<file path="src/design/fbpl_pkg.sv">
// ----------------------------------------------------------------------------
// fbpl_pkg
// Shared types and constants for the fixed block pool with data list.
// ----------------------------------------------------------------------------
`default_nettype none

package fbpl_pkg;

    localparam int POOL_ENTRIES = 16;
    localparam int ENTRY_BYTES  = 8;

    localparam int IDX_W  = $clog2(POOL_ENTRIES);
    localparam int LINK_W = $clog2(POOL_ENTRIES + 1);
    localparam int CNT_W  = $clog2(POOL_ENTRIES + 1);
    localparam int LEN_W  = 4;
    localparam int DATA_W = 64;
    localparam int EIDX_W = 4;

    localparam logic [LINK_W-1:0] NULL_LINK = LINK_W'(POOL_ENTRIES);
    localparam logic [LEN_W-1:0]  MAX_LEN_RESET = LEN_W'(8);

    // Stream packing
    localparam int S_TDATA_W = 72;  // data_word, data_len, free_index
    localparam int S_TUSER_W = 2;   // req_type
    localparam int M_TDATA_W = 16;  // status, entry_index, free_count, list_empty

    typedef enum logic [1:0] {
        REQ_INSERT = 2'd0,
        REQ_DELETE = 2'd1,
        REQ_ALLOC  = 2'd2,
        REQ_FREE   = 2'd3
    } req_kind_t;

    typedef enum logic [1:0] {
        ST_OK        = 2'd0,
        ST_TOO_LONG  = 2'd1,
        ST_POOL_EMPTY = 2'd2,
        ST_LIST_EMPTY = 2'd3
    } status_t;

    typedef struct packed {
        req_kind_t          req_type;
        logic [DATA_W-1:0]  data_word;
        logic [LEN_W-1:0]   data_len;
        logic [EIDX_W-1:0]  free_index;
    } req_t;

    typedef struct packed {
        status_t            status;
        logic [EIDX_W-1:0]  entry_index;
        logic [CNT_W-1:0]   free_count;
        logic               list_empty;
    } rsp_t;

    typedef struct packed {
        logic                   en;
        logic [IDX_W-1:0]       idx;
        logic [ENTRY_BYTES-1:0] byte_en;
        logic [DATA_W-1:0]      data;
    } data_wr_t;

endpackage

`default_nettype wire

</file>
<file path="src/design/fbpl_data.sv">
// ----------------------------------------------------------------------------
// fbpl_data
// Entry payload store with per-byte write enables.
// ----------------------------------------------------------------------------
`default_nettype none

module fbpl_data import fbpl_pkg::*; (
    input  wire logic     aclk,
    input  wire data_wr_t data_wr
);

    logic [DATA_W-1:0] entry_mem [POOL_ENTRIES];

    // Write only the enabled bytes; the rest keep their old contents
    always_ff @(posedge aclk) begin
        if (data_wr.en) begin
            for (int k = 0; k < ENTRY_BYTES; k++) begin
                if (data_wr.byte_en[k]) begin
                    entry_mem[data_wr.idx][k*8 +: 8] <= data_wr.data[k*8 +: 8];
                end
            end
        end
    end

endmodule

`default_nettype wire

</file>
<file path="src/design/fbpl_link.sv">
// ----------------------------------------------------------------------------
// fbpl_link
// Link store, chain heads and free count; resolves one request per cycle while fire is high.
// ----------------------------------------------------------------------------
`default_nettype none

module fbpl_link import fbpl_pkg::*; (
    input  wire logic             aclk,
    input  wire logic             aresetn,
    input  wire logic             fire,
    input  wire req_t             req,
    input  wire logic [LEN_W-1:0] max_len,
    output rsp_t                  rsp,
    output data_wr_t              data_wr
);

    logic [LINK_W-1:0] link_reg [POOL_ENTRIES];
    logic [LINK_W-1:0] list_head_reg, list_head_next;
    logic [LINK_W-1:0] free_head_reg, free_head_next;
    logic [CNT_W-1:0]  free_total_reg, free_total_next;

    logic [IDX_W-1:0]  node_idx;
    logic [LINK_W-1:0] link_rd;
    logic [LINK_W-1:0] next_link;
    logic [LINK_W-1:0] free_in;
    logic              free_ok;
    logic              list_ok;
    logic              len_bad;
    logic              link_wr_en;
    logic [IDX_W-1:0]  link_wr_idx;
    logic [LINK_W-1:0] link_wr_val;
    logic              cnt_up;
    logic              cnt_dn;
    logic [ENTRY_BYTES-1:0] byte_en;

    always_comb begin
        node_idx  = (req.req_type == REQ_DELETE) ? list_head_reg[IDX_W-1:0]
                                                 : free_head_reg[IDX_W-1:0];
        link_rd   = link_reg[node_idx];
        next_link = (link_rd < NULL_LINK) ? link_rd : NULL_LINK;
        free_in   = LINK_W'(req.free_index);
        free_ok   = free_head_reg < NULL_LINK;
        list_ok   = list_head_reg < NULL_LINK;
        len_bad   = (req.data_len > max_len) || (req.data_len > LEN_W'(ENTRY_BYTES));
        for (int k = 0; k < ENTRY_BYTES; k++) begin
            byte_en[k] = LEN_W'(k) < req.data_len;
        end

        list_head_next = list_head_reg;
        free_head_next = free_head_reg;
        link_wr_en     = 1'b0;
        link_wr_idx    = node_idx;
        link_wr_val    = list_head_reg;
        cnt_up         = 1'b0;
        cnt_dn         = 1'b0;
        rsp.status      = ST_OK;
        rsp.entry_index = '0;
        data_wr.en      = 1'b0;
        data_wr.idx     = node_idx;
        data_wr.byte_en = byte_en;
        data_wr.data    = req.data_word;

        unique case (req.req_type)
            REQ_INSERT: begin
                if (len_bad) begin
                    rsp.status = ST_TOO_LONG;
                end else if (!free_ok) begin
                    rsp.status = ST_POOL_EMPTY;
                end else begin
                    free_head_next  = next_link;
                    link_wr_en      = 1'b1;
                    link_wr_val     = list_head_reg;
                    list_head_next  = LINK_W'(node_idx);
                    cnt_dn          = 1'b1;
                    data_wr.en      = fire;
                    rsp.entry_index = EIDX_W'(node_idx);
                end
            end
            REQ_DELETE: begin
                if (!list_ok) begin
                    rsp.status = ST_LIST_EMPTY;
                end else begin
                    list_head_next  = next_link;
                    link_wr_en      = 1'b1;
                    link_wr_val     = free_head_reg;
                    free_head_next  = LINK_W'(node_idx);
                    cnt_up          = 1'b1;
                    rsp.entry_index = EIDX_W'(node_idx);
                end
            end
            REQ_ALLOC: begin
                if (!free_ok) begin
                    rsp.status = ST_POOL_EMPTY;
                end else begin
                    free_head_next  = next_link;
                    cnt_dn          = 1'b1;
                    rsp.entry_index = EIDX_W'(node_idx);
                end
            end
            REQ_FREE: begin
                // Out-of-range index is ignored; no double-free check
                if (free_in < NULL_LINK) begin
                    link_wr_en     = 1'b1;
                    link_wr_idx    = free_in[IDX_W-1:0];
                    link_wr_val    = free_head_reg;
                    free_head_next = free_in;
                    cnt_up         = 1'b1;
                end
            end
            default: ;
        endcase

        free_total_next = free_total_reg;
        if (cnt_up && (free_total_reg < CNT_W'(POOL_ENTRIES))) begin
            free_total_next = free_total_reg + 1'b1;
        end else if (cnt_dn && (free_total_reg != '0)) begin
            free_total_next = free_total_reg - 1'b1;
        end

        rsp.free_count = free_total_next;
        rsp.list_empty = !(list_head_next < NULL_LINK);
    end

    always_ff @(posedge aclk) begin
        if (!aresetn) begin
            for (int i = 0; i < POOL_ENTRIES; i++) begin
                link_reg[i] <= LINK_W'(i + 1);
            end
            list_head_reg  <= NULL_LINK;
            free_head_reg  <= '0;
            free_total_reg <= CNT_W'(POOL_ENTRIES);
        end else if (fire) begin
            if (link_wr_en) begin
                link_reg[link_wr_idx] <= link_wr_val;
            end
            list_head_reg  <= list_head_next;
            free_head_reg  <= free_head_next;
            free_total_reg <= free_total_next;
        end
    end

endmodule

`default_nettype wire

</file>
<file path="src/design/fixed_block_pool_with_list_core.sv">
// ----------------------------------------------------------------------------
// fixed_block_pool_with_list_core
// Fixed pool of 16 entries shared by a free chain and a singly linked list.
// ----------------------------------------------------------------------------
// Usage:
//   Requests arrive on the s_ stream: the request kind on s_tuser, the payload
//   word, payload length and free index on s_tdata. Each request produces
//   exactly one result transaction on the m_ stream carrying status, entry
//   index, free count and the list-empty flag.
//   A request is captured into an input register, resolved against the link
//   store and chain heads in combinational logic, and lands in the output
//   register, which drives m_tvalid and m_tdata.
//   Throughput is one transaction per cycle while the receiver keeps m_tready
//   high; the bound is the link register file, which is read at the chain
//   head and written back in the same cycle.
//   If the receiver stalls, the result holds in the output register and one
//   more request waits in the input register; s_tready then drops until the
//   result is taken.
//   cfg_wr_en/cfg_wr_data set max_data_len; write it only while idle.
//   Reset (aresetn low, synchronous) rebuilds the free chain 0..15, empties
//   the list, sets the free count to 16 and max_data_len to 8. Entry payload
//   contents are not cleared.
// ----------------------------------------------------------------------------
`default_nettype none

module fixed_block_pool_with_list_core import fbpl_pkg::*; (
    input  wire logic                 aclk,
    input  wire logic                 aresetn,

    input  wire logic                 s_tvalid,
    output logic                      s_tready,
    // [63:0] data_word, [67:64] data_len, [71:68] free_index
    input  wire logic [S_TDATA_W-1:0] s_tdata,
    // [1:0] req_type
    input  wire logic [S_TUSER_W-1:0] s_tuser,

    output logic                      m_tvalid,
    input  wire logic                 m_tready,
    // [1:0] status, [5:2] entry_index, [10:6] free_count, [11] list_empty,
    // [15:12] zero
    output logic [M_TDATA_W-1:0]      m_tdata,

    input  wire logic                 cfg_wr_en,
    input  wire logic [LEN_W-1:0]     cfg_wr_data
);

    logic             in_vld_reg;
    req_t             req_reg;
    logic             out_vld_reg;
    rsp_t             rsp_reg;
    logic [LEN_W-1:0] max_len_reg;

    logic     fire;
    rsp_t     rsp;
    data_wr_t data_wr;

    // Advance the held request whenever the output register is free or drains
    assign fire     = in_vld_reg && (!out_vld_reg || m_tready);
    assign s_tready = !in_vld_reg || fire;

    always_ff @(posedge aclk) begin
        if (!aresetn) begin
            in_vld_reg  <= 1'b0;
            out_vld_reg <= 1'b0;
            max_len_reg <= MAX_LEN_RESET;
        end else begin
            if (cfg_wr_en) begin
                max_len_reg <= cfg_wr_data;
            end
            if (s_tvalid && s_tready) begin
                in_vld_reg <= 1'b1;
            end else if (fire) begin
                in_vld_reg <= 1'b0;
            end
            if (fire) begin
                out_vld_reg <= 1'b1;
            end else if (m_tready) begin
                out_vld_reg <= 1'b0;
            end
        end
    end

    // Payload registers: capture on accept, hold otherwise
    always_ff @(posedge aclk) begin
        if (s_tvalid && s_tready) begin
            req_reg.req_type   <= req_kind_t'(s_tuser[1:0]);
            req_reg.data_word  <= s_tdata[DATA_W-1:0];
            req_reg.data_len   <= s_tdata[DATA_W +: LEN_W];
            req_reg.free_index <= s_tdata[DATA_W+LEN_W +: EIDX_W];
        end
        if (fire) begin
            rsp_reg <= rsp;
        end
    end

    fbpl_link u_link (
        .aclk    (aclk),
        .aresetn (aresetn),
        .fire    (fire),
        .req     (req_reg),
        .max_len (max_len_reg),
        .rsp     (rsp),
        .data_wr (data_wr)
    );

    fbpl_data u_data (
        .aclk    (aclk),
        .data_wr (data_wr)
    );

    assign m_tvalid = out_vld_reg;
    assign m_tdata  = {4'b0000, rsp_reg.list_empty, rsp_reg.free_count,
                       rsp_reg.entry_index, rsp_reg.status};

endmodule

`default_nettype wire

</file>
<file path="config.mk">
export PLATFORM = sky130hd
export DESIGN_NAME = fixed_block_pool_with_list_core
export DESIGN_NICKNAME = d
export VERILOG_FILES = /design/src/design/fbpl_pkg.sv /design/src/design/fbpl_data.sv /design/src/design/fbpl_link.sv /design/src/design/fixed_block_pool_with_list_core.sv
export SDC_FILE = /design/constraint.sdc
export NUM_CORES = 1
export LEC_CHECK = 0
export ABC_AREA = 1
export BUFFER_PORTS_ARGS = -buffer_cell sky130_fd_sc_hd__buf_4
export CAP_MARGIN = 25
export CORE_AREA = 2 2 113 115
export CTS_BUF_LIST = sky130_fd_sc_hd__clkbuf_4 sky130_fd_sc_hd__clkbuf_8
export CTS_CLUSTER_DIAMETER = 120
export CTS_CLUSTER_SIZE = 10
export DETAILED_ROUTE_END_ITERATION = 16
export DIE_AREA = 0 0 115 117
export GPL_TIMING_DRIVEN = 0
export PLACE_DENSITY = 0.72
export SYNTH_ARGS = -nofsm -noshare
export SYNTH_HDL_FRONTEND = slang
export SYNTH_SLANG_ARGS = --single-unit
export TNS_END_PERCENT = 20
</file>
<file path="constraint.sdc">
create_clock -name aclk -period 3.1 [get_ports aclk]
set_input_delay 0 -clock aclk [delete_from_list [all_inputs] [get_ports aclk]]
set_output_delay 0 -clock aclk [all_outputs]
set_load 0.01 [all_outputs]
</file>
# After elaboration in Yosys (flattened, before gate mapping)
# Memory sizes are Yosys's and may differ from the RTL's.
# Cells that the tools add are included.
[totals]
latchBits = 0
word_cells = 84
inputBits = 83
memories = 1
ram_bits = 80
mem_bits_ro = 0
register_bits = 43
out_inout_bits = 18
[classes]
muxes = 40
n_eq_ne = 5
reduce_logical = 16
shifts = 0
n_div = 0
bitwise_logic = 0
n_mul = 0
n_addsub = 2
order_cmp = 7
[memory_table]
columns = ["name", "depth", "word_bits", "rd", "rd_clocked_by_memory_dff", "write_ports", "line_no", "source"]
rows = [
  ["u_link.link_reg", 16, 5, 1, 0, 16, "fbpl_link.sv:17", "logic [LINK_W-1:0] link_reg [POOL_ENTRIES];"],
]
[op_table]
columns = ["cell", "count"]
rows = [
  ["two-way mux 5 bit", 11],
  ["< comparator 5 bit, second input constant", 5],
  ["two-way mux 4 bit", 6],
  ["case mux 5 bit (2 select lines)", 2],
  ["case mux 5 bit (4 select lines)", 1],
  ["case mux 6 bit (3 select lines)", 1],
  ["two-way mux 1 bit", 13],
  ["two-way mux 2 bit", 3],
  ["adder 5 x 1 -> 5 bit, second input constant", 1],
  ["nonzero test 5 bit", 1],
  ["OR reduction 5 bit", 1],
  ["subtractor 5 x 1 -> 5 bit, second input constant", 1],
  ["equality test 2 bit, second input constant", 2],
  ["> comparator 4 bit", 1],
  ["> comparator 4 bit, second input constant", 1],
  ["logical AND 1 bit", 4],
  ["case mux 1 bit (2 select lines)", 2],
  ["nonzero test 2 bit", 2],
  ["logical NOT 1 bit", 3],
  ["logical OR 1 bit", 3],
  ["case mux 1 bit (3 select lines)", 1],
  ["AND reduction 3 bit", 1],
  ["equality test 2 x 1 -> 1 bit, second input constant", 1],
  ["logical NOT 2 bit", 1],
  ["other kinds (2)", 2],
]

# Logic depth before layout (Yosys ltp)
# Gate-level depths: netlist of run 1.
[depth]
word_depth = 10
ltp_mapped = 17
depth_no_buf = 17

# Modules after synthesis
# From an unflattened synthesis of run 1, not the netlist that was laid out.
[hier_totals]
cells_unflattened = 860
area_unflattened_um2 = 8585.7
[modules_own_cells]
columns = ["module", "n_inst", "area_per_inst_um2", "seq_area_each_um2", "cells_each"]
rows = [
  ["fbpl_link", 1, 5740.5, 2702.6, 739],
  ["fixed_block_pool_with_list_core", 1, 2845.2, 2702.6, 121],
]

# Least setup slack after synthesis of run 1
# OpenSTA, ideal clock, no wires.
[synth_timing]
path_type = "reg2reg"
startpoint = "register req_reg[7] (netlist name)"
endpoint = "memory u_link.link_reg[11][0] (netlist name), enable pin"
arrival_ns = 1.913
required_time_ns = 2.787
n_path_buf = 0
setup_time_ns = 0.313
path_stages_with_launch = 13
slack_ns = 0.874
synth_period_minus_slack_ns = 2.226
cell_sequence = "edfxtp_1 -> ha_1 -> nand2_1 -> inv_1 -> nand2_1 -> nand2_1 -> nand2_1 -> nand3_1 -> nand2_1 -> nand3_2 -> nor3_4 -> nand2_1 -> nand2_1"
[synth_lines]
columns = ["item", "line_no", "source"]
rows = [
  ["from (decl)", "fixed_block_pool_with_list_core.sv:48", "req_t req_reg;"],
  ["to (decl)", "fbpl_link.sv:17", ""],
]

==> results.yml, run 1 <==
critical_path:
  r2r_end: "u_link.link_reg[14][1]"
  worstSetupPathType: "reg2reg"
  reg2reg_slack_ns: 0.33
  r2r_cells: 8
  worstPathArrival_ns: 2.96
  worstPathRequired_ns: 3.29
  start_kind: "flop"
  r2r_start: "req_reg[72]"
  cp_max_fo: 10
  end_kind: "flop"
sta:
  period_minus_slack_ns: 2.77
  fin_crit_sh_pct: 89.3
  rsz0062_at_grt: "no"
  clock_skew_ns: 0.0122
  fmax_ghz: 0.361
  slew_viol_final: 0
  tightest_slew_ns: 0.876
  finalHoldViolCount: 0
  setup_violations: 0
  setup_tns_ns: 0
  slew_headroom_pct: 41.6
placement:
  place.gp.congestion: 1.02
  post-dp-hpwl_um: 11500
  placed_area_sq_mm: 0.00652
  place_inst: 894
  io_buffers: 32
route:
  vias: 5150
  ant_nets: 0
  wl_um: 16500
  drt-vias-per-instance: 5.40
  first_pass_iters: 5
  drt_drc_violations_left: 0
  drt_iter0_markers: 451
  routedWlPerCell_um: 17.3
die:
  row_count: 41
  die_area_sq_mm: 0.0135
  ios: 101
  fp.dieW_um: 115
  core_area_sq_mm: 0.0123
  start_util_pct: 49.4
  die_h_um: 117
worst_hold_path:
  hold_start: "aresetn"
  hold_end: "u_link.list_head_reg[4]"
  min_path_type: "in2reg"
  whs_path_depth: 4
yosys:
  yosysWarnings: 0
  seq_area_frac_synth_pct: 57.3
  synth-compound-area-share_pct: 4.38
  synth_fa_ha_area_share_pct: 1.23
  synth_area_per_cell_sq_um: 8.57
  synth_cells: 709
  synth_top_area_cell: "edfxtp_1"
  synthTopCellsByArea: "edfxtp_1 50%, nand2_1 13%, nand3_1 9.5%"
  netlist_area_sq_mm: 0.00608
  synth_top_family_by_area: "simple AND/OR/NAND/NOR gates"
  synth_mux_area_share_pct: 0.185
  yosysTopAreaCellShare_pct: 50.4
  synth-xor-area-share_pct: 0.288
  synth_cell_types: 32
  synthSimpleGateAreaFrac_pct: 29.1
  ys_ff_latch: 123
layout:
  postLayoutCellArea_sq_mm: 0.00719
  final_common_cell: "nand2_1"
  final_cell_mix: "217 x nand2_1, 114 x nand3_1, 102 x edfxtp_1"
  fillers: 1080
  largest_reg_flops: 80
  layout-drive-gt1-share_pct: 14.2
  finalNonFillerCells: 954
  fin_nets: 880
  syn_to_final_growth_pct: 18.3
  antenna_cells: 0
global_routing:
  overflow: 0
  antenna_found_initial: 0
  grt_pass1_vias: 4930
  grt_use_total_pct: 26.1
  grt_max_degree: 20
  grt_pass1_wl_um: 25700
clock_network:
  cts_tree: "built"
  clock_latency_ns: 0.46
  htree_levels: 4
  cts_sinks: 123
  cts_buffer_depth: 2
  path_clk_slew_ns: 0.07
  cts_made_buffers: 17
  cts_root_buffer: "clkbuf_8"
run:
  drv_cap: 0
pwr:
  vdd_drop_max_mv: 0.327
  power_density_mw_per_mm2: 532
  p_leak_nw: 3.04
status:
  status: "complete, no violations"
==> how the worst max path moves through the flow <==
| stage | start | endpoint | slack [ns] | cells after the start |
|---|---|---|---|---|
| floorplan | req_reg[7] | u_link.link_reg[11][0] | 0.87 | 12 |
| global placement | req_reg[7] | u_link.link_reg[3][3] | 0.35 | 10 |
| detailed placement | req_reg[5] | u_link.link_reg[3][1] | 0.29 | 12 |
| CTS | req_reg[5] | u_link.link_reg[3][3] | 0.27 | 12 |
| global route | req_reg[5] | u_link.link_reg[10][4] | 0.11 | 12 |
| finish | req_reg[72] | u_link.link_reg[14][1] | 0.33 | 8 |
==> per-stage QoR <==
stage / setup slack (ns) / util, % / hold WS, ns / total power, mW
after global placement: 0.348 / 52.9 / 0.179 / 2.41
after global routing: 0.106 / 58.4 / 0.0623 / 3.96
after floorplan: 0.874 / - / 0.0989 / 2.25
after detailed placement: 0.294 / 52.9 / 0.179 / 2.42
after CTS: 0.266 / 58.3 / 0.00286 / 3.82
final: 0.331 / 58.4 / 0.0148 / 3.82
==> worst max-delay path: stages, from the launching register on <==
cell	delay [ns]
edfxtp_1	0.41
buf_2	0.20
nand2_1	0.11
inv_2	0.08
nor2_2	0.31
mux2_2	0.38
inv_1	0.34
clkbuf_1	0.55
nand2_1	0.12
==> kinds of logic after synthesis <==
logic type | Yosys count
and+or+nand+nor | 416
DFF | 123
buffers and inverters | 111
AOI/OAI and AO/OA | 49
adders and majority gates | 6
xor gates and xnor gates | 2
other | 1
muxes | 1
==> report_power, final <==
| group | switching [mW] | internal (mW) |
|---|---|---|
| Combinational | 0.378 | 0.174 |
| Sequential | 0.0281 | 1.85 |
| Clock | 0.671 | 0.721 |
==> cells in the mapped netlist (all sizes together) <==
library cell    n
conb            1
clkbuf         16
xor2            2
clkinv          1
o211ai          1
mux2            1
buf            15
nand3         116
dfxtp          21
ha              6
inv            79
o31ai           1
nor3            6
nor2           75
nand4           1
o22ai           1
edfxtp        102
o21ai          22
o311ai          1
nand2         218
a21oi          23
==> timing repair <==
action | 4_1_cts | 5_1_grt
hold endpoints to repair | 16 | 0
setup buffers | 0 | 1
hold buffers | 27 | 0
gates resized for setup | 0 | 1
setup endpoints to repair | 0 | 20
==> area by class of cell <==
| cell class | count | area [sq um] | area share (%) |
|---|---|---|---|
| buffer | 31 | 151 | 2.11 |
| clock buffer | 18 | 241 | 3.36 |
| clock inverter | 14 | 146 | 2.04 |
| inverter | 80 | 300 | 4.18 |
| multi-input combinational | 478 | 2160 | 30.1 |
| sequential | 123 | 3480 | 48.5 |
| tap | 150 | 188 | 2.61 |
| timing repair buffer | 60 | 518 | 7.21 |
==> layer usage <==
layer / global-route usage, % / share of wire (%) / up-vias
met5: 0 / 0 / -
met4: 10.4 / 2.6 / 0
met3: 5.56 / 6.6 / 34
met2: 44.5 / 50 / 196
met1: 32.8 / 41 / 2427
li1: - / - / 2493
Power figures use the tool's default switching activity.
==> run 2: changes to the inputs <==
- REMOVE_ABC_BUFFERS: default -> 1
==> results.yml, run 2 (synthesis results as in run 1) <==
die:
  fp.dieW_um: 115
  die_area_sq_mm: 0.0135
  ios: 101
  core_area_sq_mm: 0.0123
  row_count: 41
  die_h_um: 117
  start_util_pct: 49.4
layout:
  largest_reg_flops: 80
  fin_nets: 850
  syn_to_final_growth_pct: 18.7
  layout-drive-gt1-share_pct: 14.2
  final_common_cell: "nand2_1"
  final_cell_mix: "213 x nand2_1, 113 x nand3_1, 102 x edfxtp_1"
route:
  wl_um: 14900
  ant_nets: 0
  first_pass_iters: 5
  vias: 5067
  routedWlPerCell_um: 16.1
  drt_drc_violations_left: 0
  drt-vias-per-instance: 5.48
  drt_iter0_markers: 574
status:
  status: "complete, no violations"
sta:
  clock_skew_ns: 0.0109
  period_minus_slack_ns: 2.91
  slew_headroom_pct: 50.1
  tightest_slew_ns: 0.748
  fin_crit_sh_pct: 93.9
  setup_violations: 0
  finalHoldViolCount: 0
  rsz0062_at_grt: "no"
  fmax_ghz: 0.344
  fin_ws_ns: 0.190
  slew_viol_final: 0
pwr:
  power_density_mw_per_mm2: 582
  combPwrFrac_pct: 12.6
  clock_power_share_pct: 42.6
  seqPwrFrac_pct: 44.8
  p_leak_nw: 3.03
  power_switching_mw: 1.06
  p_sw_share_pct: 25.3
  internal_power_mw: 3.14
  design_power_total_mw: 4.20
  vdd_drop_max_mv: 0.442
global_routing:
  antenna_found_initial: 0
  grt_pass1_vias: 4594
  grt_pass1_wl_um: 23400
  grt_max_degree: 32
  overflow: 0
  grt_use_total_pct: 23.2
critical_path:
  end_kind: "flop"
  crit_chain: "inv_2, nand2_2, nand2_1, nand2_4, inv_8, nor2_1, a21oi_2, inv_2, nor3_4, nand2_1, nand2_1"
  cp_max_fo: 22
  critPathMaxStageDelay_ns: 0.48
  worstPathArrival_ns: 3.05
  start_kind: "flop"
  reg2reg_slack_ns: 0.19
  crit_slowest_cell: "edfxtp_1"
  path_common_cell: "nand2_1"
  worstSetupPathType: "reg2reg"
  worstPathRequired_ns: 3.24
clock_network:
  path_clk_slew_ns: 0.08
  clock_latency_ns: 0.46
  htree_levels: 4
  cts_root_buffer: "clkbuf_8"
  cts_sinks: 123
  cts_tree: "built"
  cts_buffer_depth: 2
  cts_made_buffers: 17
run:
  drv_cap: 0
worst_hold_path:
  min_path_type: "in2reg"
placement:
  io_buffers: 32
  place.gp.congestion: 0.841
  post-dp-hpwl_um: 9470
  preCtsSetupSlack_ns: -0.410
[run 2: power by group through the flow]
stage	clock network, mW	registers (mW)	logic, mW
floorplan	0	1.91	0.309
global placement	0	1.91	0.460
detailed placement	0	1.92	0.479
CTS	1.80	1.88	0.508
global route	1.88	1.89	0.587
finish	1.79	1.88	0.530
[run 2: repair_timing]
action / 4_1_cts / 5_1_grt
endpoints found under the setup margin: 161 / 107
pin swaps: 0 / 0
hold endpoints to repair: 25 / 0
buffers inserted: 0 / 4
hold buffers: 24 / 0
resized for setup: 6 / 8
[run 2: final cells by class]
| cell class | count | area, sq um |
|---|---|---|
| antenna | 1 | 2.50 |
| clock buffer | 17 | 234 |
| clock inverter | 15 | 269 |
| fill | 1072 | 5090 |
| inverter | 80 | 310 |
| multi-input combinational | 478 | 2190 |
| sequential | 123 | 3480 |
| tap | 150 | 188 |
| timing repair buffer | 61 | 538 |
[run 2: worst max-delay path, delay by kind of cell, from the launching register on]
family / cells / cell delay (ns)
flip-flops: 1 / 0.48
buffers and inverters: 3 / 0.47
AO/OA/AOI/OAI: 1 / 0.26
AND/OR/NAND/NOR: 7 / 1.37
[run 2: metrics by stage]
stage | instance area (sq um) | hold slack, ns | setup TNS [ns] | cells | utilization, %
finish | 7220 | 0.270 | 0 | 925 | 58.6
global route | 7210 | 0.260 | 0 | 924 | 58.6
CTS | 7150 | 0.251 | 0 | 920 | 58.1
detailed placement | 6390 | 0.180 | -32.37 | 864 | 51.9
global placement | 6370 | 0.179 | -29.87 | 863 | 51.7
floorplan | 5940 | 0.0986 | 0 | 681 | -
[run 2: final timing paths]
path,startpoint,endpoint,depth (start not counted)
max,req_reg[73],u_link.link_reg[8][3],11
min,s_tdata[67],req_reg[7],2
max reg2reg,req_reg[73],u_link.link_reg[8][3],11
min reg2reg,max_len_reg[2],max_len_reg[2],2
[run 2: routing by layer]
metal / vias to the layer above / global-route usage, % / share of wire [%] / wire length (um)
li1: 2439 / - / - / -
met1: 2387 / 29.4 / 42 / 6190
met2: 205 / 38.7 / 50 / 7400
met3: 36 / 5.20 / 6.3 / 936
met4: 0 / 9.72 / 2.3 / 341
met5: - / 0 / 0 / 0
